**src/design/assert_macros.svh**
```systemverilog
// Assertion helpers shared by the RTL.
`ifndef ASSERT_MACROS_SVH
`define ASSERT_MACROS_SVH

`ifndef SYNTHESIS

// Property must hold at every clock edge outside reset.
`define ASSERT_PROP(lbl, clk, rst_n, prop) \
  lbl: assert property (@(posedge clk) disable iff (!rst_n) prop) \
    else $error("assertion failed");

// Condition must never be true outside reset.
`define ASSERT_NEVER(lbl, clk, rst_n, cond) \
  lbl: assert property (@(posedge clk) disable iff (!rst_n) !(cond)) \
    else $error("forbidden condition seen");

`else

`define ASSERT_PROP(lbl, clk, rst_n, prop)
`define ASSERT_NEVER(lbl, clk, rst_n, cond)

`endif

`endif

```
**src/design/nta_pkg.sv**
```systemverilog
package nta_pkg;

  // One table entry as held in the table memory.
  typedef struct packed {
    logic [15:0] id;
    logic [1:0]  dir;
    logic [31:0] ts;
  } entry_t;

  localparam int ENTRY_W = $bits(entry_t);

  // Result of the shared compare unit.
  typedef struct packed {
    logic id_hit;
    logic stale;
  } cmp_t;

  typedef enum logic [2:0] {
    ST_UPDATED  = 3'd0,
    ST_INSERTED = 3'd1,
    ST_FULL     = 3'd2,
    ST_SHORT    = 3'd3,
    ST_BAD_DIR  = 3'd4,
    ST_OWN_ID   = 3'd5,
    ST_TICK     = 3'd6
  } status_t;

  localparam logic CMD_BEACON = 1'b0;
  localparam logic CMD_TICK   = 1'b1;

  localparam logic CFG_OWN_ID  = 1'b0;
  localparam logic CFG_MAX_AGE = 1'b1;

  localparam logic [7:0]  MIN_PAYLOAD = 8'd2;
  localparam logic [15:0] MAX_AGE_RST = 16'd1500;
  localparam int          DIR_SLOTS   = 4;
  localparam int          OUT_CNT_W   = 5;

endpackage

```
**src/design/neighbor_table_aging.sv**
```systemverilog
// Neighbor table with aging.
// Input channel (in_valid / in_stall): one item per command. A beacon
// (in_cmd = 0) refreshes or appends the sender's entry; a tick (in_cmd = 1)
// purges entries older than max_age_ms and recounts entries per direction.
// Result channel (out_valid / out_stall): exactly one result per item, held
// in an output register until taken. A new item is taken as soon as the
// sequencer is back in idle, even while the last result still waits.
// Configuration: cfg_we with cfg_index 0 writes own_id, 1 writes max_age_ms;
// write only while the block is idle.
// Steps, with N entries held: a dropped beacon goes straight to the result;
// a beacon reads and compares each entry scanned in turn, and takes an insert
// step when no entry matches (insert or table full).
// A tick checks each entry, copies the last entry over each swapped one,
// then reads each surviving entry to recount it. Every entry read goes through
// the single read port of the table memory; the checks use the one compare unit.
// A stalled result blocks the sequencer only at its final step.
// Reset (rst_n low, synchronous) empties the table, clears the counts and
// loads own_id 0 and max_age_ms 1500; no clearing pass is needed.
module neighbor_table_aging #(
  parameter int MAX_ENTRIES = 20,
  parameter int DIRECTIONS  = 4
) (
  input  logic        clk,
  input  logic        rst_n,
  input  logic        cfg_we,
  input  logic        cfg_index,
  input  logic [15:0] cfg_wdata,
  input  logic        in_valid,
  output logic        in_stall,
  input  logic        in_cmd,
  input  logic [15:0] in_sender_id,
  input  logic [2:0]  in_direction,
  input  logic [7:0]  in_payload_len,
  input  logic [31:0] in_now_ms,
  output logic        out_valid,
  input  logic        out_stall,
  output logic [2:0]  out_status,
  output logic [4:0]  out_neighbor_count,
  output logic [4:0]  out_removed_count,
  output logic [4:0]  out_dir_count_0,
  output logic [4:0]  out_dir_count_1,
  output logic [4:0]  out_dir_count_2,
  output logic [4:0]  out_dir_count_3
);
  import nta_pkg::*;

`include "assert_macros.svh"

  localparam int CW = $clog2(MAX_ENTRIES + 1);
  localparam int IW = (MAX_ENTRIES > 1) ? $clog2(MAX_ENTRIES) : 1;
  localparam logic [CW-1:0] CNT_MAX = CW'(MAX_ENTRIES);
  localparam logic [CW-1:0] CNT_ONE = CW'(1);
  localparam logic [3:0]    DIR_LIM = 4'(DIRECTIONS);

  typedef enum logic [3:0] {
    S_IDLE, S_B_RD, S_B_CMP, S_B_INS, S_T_RD, S_T_CHK, S_T_CPY,
    S_C_START, S_C_RD, S_C_ACC, S_DONE
  } state_t;

  state_t            state_r, state_nxt;
  logic [IW-1:0]     idx_r, idx_nxt;
  logic [CW-1:0]     count_r, count_nxt;
  logic [CW-1:0]     removed_r, removed_nxt;
  status_t           status_r, status_nxt;
  logic [CW-1:0]     dir_cnt_r [DIR_SLOTS];
  logic [CW-1:0]     dir_cnt_nxt [DIR_SLOTS];
  logic [15:0]       own_id_r, own_id_nxt;
  logic [15:0]       max_age_r, max_age_nxt;
  logic [15:0]       sender_r, sender_nxt;
  logic [1:0]        dir_r, dir_nxt;
  logic [31:0]       now_r, now_nxt;
  logic              out_valid_r, out_valid_nxt;
  logic [2:0]        out_status_r, out_status_nxt;
  logic [4:0]        out_count_r, out_count_nxt;
  logic [4:0]        out_removed_r, out_removed_nxt;
  logic [4:0]        out_dir_r [DIR_SLOTS];
  logic [4:0]        out_dir_nxt [DIR_SLOTS];

  logic              ram_we;
  logic [IW-1:0]     ram_waddr;
  entry_t            ram_wdata;
  logic [IW-1:0]     ram_raddr;
  entry_t            ram_rdata;
  cmp_t              cmp;
  logic              t_adv;

  nta_ram #(
    .WIDTH (ENTRY_W),
    .DEPTH (MAX_ENTRIES)
  ) u_table (
    .clk   (clk),
    .we    (ram_we),
    .waddr (ram_waddr),
    .wdata (ram_wdata),
    .raddr (ram_raddr),
    .rdata (ram_rdata)
  );

  nta_cmp_unit u_cmp (
    .entry_i   (ram_rdata),
    .sender_i  (sender_r),
    .now_i     (now_r),
    .max_age_i (max_age_r),
    .res_o     (cmp)
  );

  assign in_stall = state_r != S_IDLE;

  always_comb begin
    state_nxt       = state_r;
    idx_nxt         = idx_r;
    count_nxt       = count_r;
    removed_nxt     = removed_r;
    status_nxt      = status_r;
    dir_cnt_nxt     = dir_cnt_r;
    own_id_nxt      = own_id_r;
    max_age_nxt     = max_age_r;
    sender_nxt      = sender_r;
    dir_nxt         = dir_r;
    now_nxt         = now_r;
    out_valid_nxt   = out_valid_r;
    out_status_nxt  = out_status_r;
    out_count_nxt   = out_count_r;
    out_removed_nxt = out_removed_r;
    out_dir_nxt     = out_dir_r;
    ram_we          = 1'b0;
    ram_waddr       = idx_r;
    ram_wdata       = '{id: sender_r, dir: dir_r, ts: now_r};
    ram_raddr       = idx_r;
    t_adv           = 1'b0;

    if (cfg_we) begin
      case (cfg_index)
        CFG_OWN_ID:  own_id_nxt  = cfg_wdata;
        CFG_MAX_AGE: max_age_nxt = cfg_wdata;
        default:     own_id_nxt  = own_id_r;
      endcase
    end

    if (out_valid_r && !out_stall) begin
      out_valid_nxt = 1'b0;
    end

    case (state_r)
      S_IDLE: begin
        if (in_valid) begin
          sender_nxt  = in_sender_id;
          dir_nxt     = in_direction[1:0];
          now_nxt     = in_now_ms;
          removed_nxt = '0;
          idx_nxt     = '0;
          if (in_cmd == CMD_TICK) begin
            status_nxt = ST_TICK;
            if (count_r == '0) begin
              state_nxt = S_C_START;
            end else begin
              idx_nxt   = IW'(count_r - CNT_ONE);
              state_nxt = S_T_RD;
            end
          end else if (in_payload_len < MIN_PAYLOAD) begin
            status_nxt = ST_SHORT;
            state_nxt  = S_DONE;
          end else if ({1'b0, in_direction} >= DIR_LIM) begin
            status_nxt = ST_BAD_DIR;
            state_nxt  = S_DONE;
          end else if (in_sender_id == own_id_r) begin
            status_nxt = ST_OWN_ID;
            state_nxt  = S_DONE;
          end else if (count_r == '0) begin
            state_nxt = S_B_INS;
          end else begin
            state_nxt = S_B_RD;
          end
        end
      end

      S_B_RD: state_nxt = S_B_CMP;

      S_B_CMP: begin
        if (cmp.id_hit) begin
          ram_we     = 1'b1;
          status_nxt = ST_UPDATED;
          state_nxt  = S_DONE;
        end else if ((CW'(idx_r) + CNT_ONE) == count_r) begin
          state_nxt = S_B_INS;
        end else begin
          idx_nxt   = idx_r + IW'(1);
          state_nxt = S_B_RD;
        end
      end

      S_B_INS: begin
        if (count_r == CNT_MAX) begin
          status_nxt = ST_FULL;
        end else begin
          ram_we     = 1'b1;
          ram_waddr  = IW'(count_r);
          count_nxt  = count_r + CNT_ONE;
          status_nxt = ST_INSERTED;
        end
        state_nxt = S_DONE;
      end

      S_T_RD: state_nxt = S_T_CHK;

      S_T_CHK: begin
        if (cmp.stale) begin
          if (CW'(idx_r) == (count_r - CNT_ONE)) begin
            // Stale entry is the last one: just drop it.
            count_nxt   = count_r - CNT_ONE;
            removed_nxt = removed_r + CNT_ONE;
            t_adv       = 1'b1;
          end else begin
            ram_raddr = IW'(count_r - CNT_ONE);
            state_nxt = S_T_CPY;
          end
        end else begin
          t_adv = 1'b1;
        end
      end

      S_T_CPY: begin
        // Overwrite the stale entry with the last one.
        ram_we      = 1'b1;
        ram_wdata   = ram_rdata;
        count_nxt   = count_r - CNT_ONE;
        removed_nxt = removed_r + CNT_ONE;
        t_adv       = 1'b1;
      end

      S_C_START: begin
        for (int d = 0; d < DIR_SLOTS; d++) begin
          dir_cnt_nxt[d] = '0;
        end
        idx_nxt   = '0;
        state_nxt = (count_r == '0) ? S_DONE : S_C_RD;
      end

      S_C_RD: state_nxt = S_C_ACC;

      S_C_ACC: begin
        dir_cnt_nxt[ram_rdata.dir] = dir_cnt_r[ram_rdata.dir] + CNT_ONE;
        if ((CW'(idx_r) + CNT_ONE) == count_r) begin
          state_nxt = S_DONE;
        end else begin
          idx_nxt   = idx_r + IW'(1);
          state_nxt = S_C_RD;
        end
      end

      S_DONE: begin
        if (!out_valid_r || !out_stall) begin
          out_valid_nxt   = 1'b1;
          out_status_nxt  = status_r;
          out_count_nxt   = OUT_CNT_W'(count_r);
          out_removed_nxt = OUT_CNT_W'(removed_r);
          for (int d = 0; d < DIR_SLOTS; d++) begin
            out_dir_nxt[d] = OUT_CNT_W'(dir_cnt_r[d]);
          end
          state_nxt = S_IDLE;
        end
      end

      default: state_nxt = S_IDLE;
    endcase

    // Move the purge walk one entry down, or start the recount.
    if (t_adv) begin
      if (idx_r == '0) begin
        state_nxt = S_C_START;
      end else begin
        idx_nxt   = idx_r - IW'(1);
        state_nxt = S_T_RD;
      end
    end
  end

  always_ff @(posedge clk) begin
    if (!rst_n) begin
      state_r     <= S_IDLE;
      count_r     <= '0;
      out_valid_r <= 1'b0;
      own_id_r    <= '0;
      max_age_r   <= MAX_AGE_RST;
      for (int d = 0; d < DIR_SLOTS; d++) begin
        dir_cnt_r[d] <= '0;
      end
    end else begin
      state_r     <= state_nxt;
      count_r     <= count_nxt;
      out_valid_r <= out_valid_nxt;
      own_id_r    <= own_id_nxt;
      max_age_r   <= max_age_nxt;
      dir_cnt_r   <= dir_cnt_nxt;
    end
    idx_r         <= idx_nxt;
    removed_r     <= removed_nxt;
    status_r      <= status_nxt;
    sender_r      <= sender_nxt;
    dir_r         <= dir_nxt;
    now_r         <= now_nxt;
    out_status_r  <= out_status_nxt;
    out_count_r   <= out_count_nxt;
    out_removed_r <= out_removed_nxt;
    out_dir_r     <= out_dir_nxt;
  end

  assign out_valid          = out_valid_r;
  assign out_status         = out_status_r;
  assign out_neighbor_count = out_count_r;
  assign out_removed_count  = out_removed_r;
  assign out_dir_count_0    = out_dir_r[0];
  assign out_dir_count_1    = out_dir_r[1];
  assign out_dir_count_2    = out_dir_r[2];
  assign out_dir_count_3    = out_dir_r[3];

  `ASSERT_NEVER(a_count_bound, clk, rst_n, count_r > CNT_MAX)
  `ASSERT_PROP(a_we_states, clk, rst_n,
    ram_we |-> (state_r == S_B_CMP || state_r == S_B_INS || state_r == S_T_CPY))
  `ASSERT_PROP(a_result_from_done, clk, rst_n,
    $rose(out_valid_r) |-> $past(state_r == S_DONE))
  `ASSERT_PROP(a_purge_no_grow, clk, rst_n,
    (state_r == S_T_CHK || state_r == S_T_CPY) |=> count_r <= $past(count_r))

endmodule

```
**src/design/nta_ram.sv**
```systemverilog
module nta_ram #(
  parameter int WIDTH = 8,
  parameter int DEPTH = 16
) (
  input  logic                                     clk,
  input  logic                                     we,
  input  logic [((DEPTH > 1) ? $clog2(DEPTH) : 1)-1:0] waddr,
  input  logic [WIDTH-1:0]                         wdata,
  input  logic [((DEPTH > 1) ? $clog2(DEPTH) : 1)-1:0] raddr,
  output logic [WIDTH-1:0]                         rdata
);

  logic [WIDTH-1:0] mem_r [DEPTH];

  always_ff @(posedge clk) begin
    if (we) begin
      mem_r[waddr] <= wdata;
    end
    rdata <= mem_r[raddr];
  end

endmodule

```
**src/design/nta_cmp_unit.sv**
```systemverilog
module nta_cmp_unit (
  input  nta_pkg::entry_t entry_i,
  input  logic [15:0]     sender_i,
  input  logic [31:0]     now_i,
  input  logic [15:0]     max_age_i,
  output nta_pkg::cmp_t   res_o
);
  import nta_pkg::*;

  logic [31:0] age;

  // Wrapping age of the entry.
  assign age          = now_i - entry_i.ts;
  assign res_o.stale  = age > {16'd0, max_age_i};
  assign res_o.id_hit = entry_i.id == sender_i;

endmodule

```
**config.mk**
```make
export PLATFORM = sky130hd
export DESIGN_NAME = neighbor_table_aging
export DESIGN_NICKNAME = d
export VERILOG_FILES = /design/src/design/nta_pkg.sv /design/src/design/neighbor_table_aging.sv /design/src/design/nta_ram.sv /design/src/design/nta_cmp_unit.sv
export VERILOG_INCLUDE_DIRS = /design/src /design/src/design
export SDC_FILE = /design/constraint.sdc
export NUM_CORES = 2
export LEC_CHECK = 0
export BUFFER_PORTS_ARGS = -buffer_cell sky130_fd_sc_hd__buf_2
export CAP_MARGIN = 5
export CELL_PAD_IN_SITES_DETAIL_PLACEMENT = 0
export CELL_PAD_IN_SITES_GLOBAL_PLACEMENT = 1
export CORE_MARGIN = 2
export CORE_UTILIZATION = 50
export CTS_CLUSTER_SIZE = 28
export DETAILED_ROUTE_END_ITERATION = 8
export GPL_ROUTABILITY_DRIVEN = 0
export PLACE_DENSITY = 0.72
export SLEW_MARGIN = 40
export SYNTH_ARGS = -nofsm -noshare
export SYNTH_HDL_FRONTEND = slang
export SYNTH_SLANG_ARGS = --single-unit
```
**constraint.sdc**
```tcl
create_clock -name clk -period 13.7 [get_ports clk]
set_input_delay 1.37 -clock clk [delete_from_list [all_inputs] [get_ports clk]]
set_output_delay 1.37 -clock clk [all_outputs]
set_load 0.005 [all_outputs]
```
==> flow_summary.toml <==
[synth]
yosys.area.top_type = "edfxtp_1"
synth_top_area_share_pct = 66.7
synthTopCellsByArea = "edfxtp_1, mux2i_1, dfxtp_1, nand2_1, mux4_2"
synthCells = 3289
synth_seq_cells = 1208
synth.distinct_cells = 72
synth_edf_count = 1091
seq_area_frac_synth_pct = 71.5
ys.flop_type = "edfxtp_1"
synth_nets = 3426
async_flop_share_pct = 0
syn-cell-area_sq_mm = 0.0491
yosysWarnings = 0
synth_area_per_cell_sq_um = 14.9

[worst_setup_path]
crit_required_ns = 14.35
slowest_delay_ns = 0.74
worstSetupPathType = "reg2reg"
critPathLaunchType = "register"
reg2regPathDepth = 28
worstPathArrival_ns = 8.99
crit_path_end_kind = "register"
rrSetupSlack_ns = 5.36
slowest_stage = "buf_4"
path_max_fanout = 42

[grt]
overflow = 0
globalRouteTotalUtil_pct = 24.5
grt_pass1_wl_um = 180000
grt_max_degree = 63
antenna_found_initial = 1
grt_pass1_vias = 28029

[timing]
fmax_ghz = 0.120
period_share_pct = 60.9
period_needed_ns = 8.34
rsz0062_at_grt = "false"
skew_ns = 0.0224
setup_viol = 0
finalHoldViolations = 0
tightestPinTransition_ns = 0.829
drv_slew = 0
setup_tns_ns = 0
max_slew_margin_pct = 43.3

[cts]
postCtsHoldBufs = 0
path_clk_slew_ns = 0.06
cts_max_path_buffers = 3
clk_latency_ns = 0.71
cts_resized = 0
cts_tree = "done"
ctsHtreeMaxLevel = 3
cts_root_buf = "clkbuf_16"
cts_setup_buffers = 0
cts_buffers = 119
clock_sinks = 1208

[hold_path]
whs_path_depth = 0
hold_path_class = "reg2reg"

[power_and_ir_drop]
p_comb_share_pct = 29.8
fin_total_pwr_mw = 11.4
internal_power_mw = 7.67
ir_drop_v = 0.000196
p_sw_share_pct = 32.8
p_per_area_mw_per_mm2 = 204
switchingPower_mw = 3.74
power_leakage_nw = 18.8
seqPwrFrac_pct = 40.6
p_clk_share_pct = 29.5

[outcome]
status = "finished clean"

[finish]
drive_above_1_share_pct = 14.0
finalInstanceArea_sq_mm = 0.0560
n_fill_cell = 7416
diodes = 0
nets = 3578
fin_cells = 4823
areaGrowthSynthToFinish_pct = 14.0

[placed_design]
io_buffers = 115
placed_cells = 4594
hpwl_um = 68700
placed_cell_area_sq_mm = 0.0518

[flow_run]
cap_violations = 0

[detailed_routing]
final_antenna_net_count = 0
wl_um = 124000
drtIter0Drc = 2930
routedWlPerCell_um = 25.8
viasPerCell = 5.90
firstDrtPassIters = 6
num_vias = 28451
drc = 0

[floorplan]
core_sq_mm = 0.0970
initial_core_util_pct = 50.6
ioPinCount = 117
rows = 114
die-width_um = 317
die_h_um = 317
dieArea_sq_mm = 0.101
## per-layer routing
metal	routed length (um)	part of all wire (%)	GRT usage, %	vias to the layer above
met5	0	0	0	-
met4	3540	2.8	7.97	0
met3	7600	6.1	3.22	211
met2	61600	50	42.1	1033
met1	51500	41	32.6	14332
li1	-	-	-	12875
## synthesized netlist by cell type (all sizes together), types with 28 or more instances
library cell	count
nor2	77
clkbuf	100
a211oi	55
nand2	477
a21boi	28
mux2i	363
edfxtp	1091
o22ai	105
inv	71
xnor2	66
o21ai	83
and2	29
dfxtp	117
o2111ai	54
buf	77
nand3	142
ha	54
mux4	55
a21oi	63
## critical path: cells and delay by family (launching register included)
kind | cells | cell delay (ns)
fa+ha+maj | 3 | 0.93
compound gates | 8 | 1.88
mux | 1 | 0.32
xor+xnor | 1 | 0.16
buf+inv | 4 | 1.76
flops | 1 | 0.32
simple gates | 11 | 2.79
## cell usage in the layout (no fill, tap or decap), types with 69 or more instances in the layout
cell type | synthesis | layout
mux2i_1 | 362 | 359
clkbuf_16 | 0 | 120
o21ai_0 | 73 | 69
nand3_1 | 142 | 142
dfxtp_1 | 117 | 117
inv_1 | 71 | 71
edfxtp_1 | 1091 | 1091
o22ai_1 | 105 | 105
buf_2 | 54 | 114
nand2_1 | 477 | 476
## power by group through the flow
stage / clock network, mW / logic, mW / registers, mW
final: 3.37 / 3.40 / 4.63
after global routing: 3.57 / 3.71 / 4.65
after CTS: 3.42 / 3.39 / 4.63
after detailed placement: 0 / 3.38 / 4.71
after global placement: 0 / 3.26 / 4.71
after floorplan: 0 / 2.37 / 4.64
## final timing paths
path                                to                      start
min reg2reg    out_status[2]$_DFFE_PP_  status_r[2]$_SDFFCE_PN0P_
max          u_table.rdata[48]$_DFF_P_         now_r[0]$_DFFE_PP_
min            out_status[2]$_DFFE_PP_  status_r[2]$_SDFFCE_PN0P_
max reg2reg  u_table.rdata[48]$_DFF_P_         now_r[0]$_DFFE_PP_
## area by class of cell
class                           count  area [sq um]  area share, %
Tap cell                         1276          1600           2.85
Clock inverter                     56           736           1.31
Inverter                           73           274          0.490
Multi-Input combinational cell   1831         13200           23.6
Clock buffer                      171          3360           6.01
Timing Repair Buffer              208          1650           2.95
Sequential cell                  1208         35100           62.7
## flip-flops by register name (all words and copies together), names as in the netlist, 2 cells and up
register / flops
out_dir_count_1: 5
removed_r: 5
own_id_r: 16
now_r: 32
dir_r: 2
out_dir_count_0: 5
out_status: 3
max_age_r: 16
status_r: 3
state_r: 4
out_dir_count_2: 5
count_r: 5
out_neighbor_count: 5
u_table.rdata: 50
sender_r: 16
out_removed_count: 5
out_dir_count_3: 5
dir_cnt_r: 20
u_table.mem_r: 1000
idx_r: 5
## through the flow
step | hold WS [ns] | setup slack [ns] | utilization [%]
floorplan | 0.400 | 7.88 | -
global placement | 0.402 | 4.85 | 52.9
detailed placement | 0.421 | 5.30 | 53.4
CTS | 0.444 | 5.27 | 57.6
global route | 0.465 | 4.84 | 57.7
finish | 0.443 | 5.36 | 57.7
## cells by family (layout without fill, tap and decap cells)
logic type | count (synthesis) | after routing | share of synthesized area [%]
flops | 1208 | 1208 | 71.5
simple gates | 815 | 815 | 7.22
compound gates | 460 | 460 | 6.26
fa+ha+maj | 55 | 55 | 1.42
buf+inv | 250 | 508 | 2.19
mux | 420 | 420 | 9.98
xor+xnor | 81 | 81 | 1.44
(Power assumes the default switching activity.)
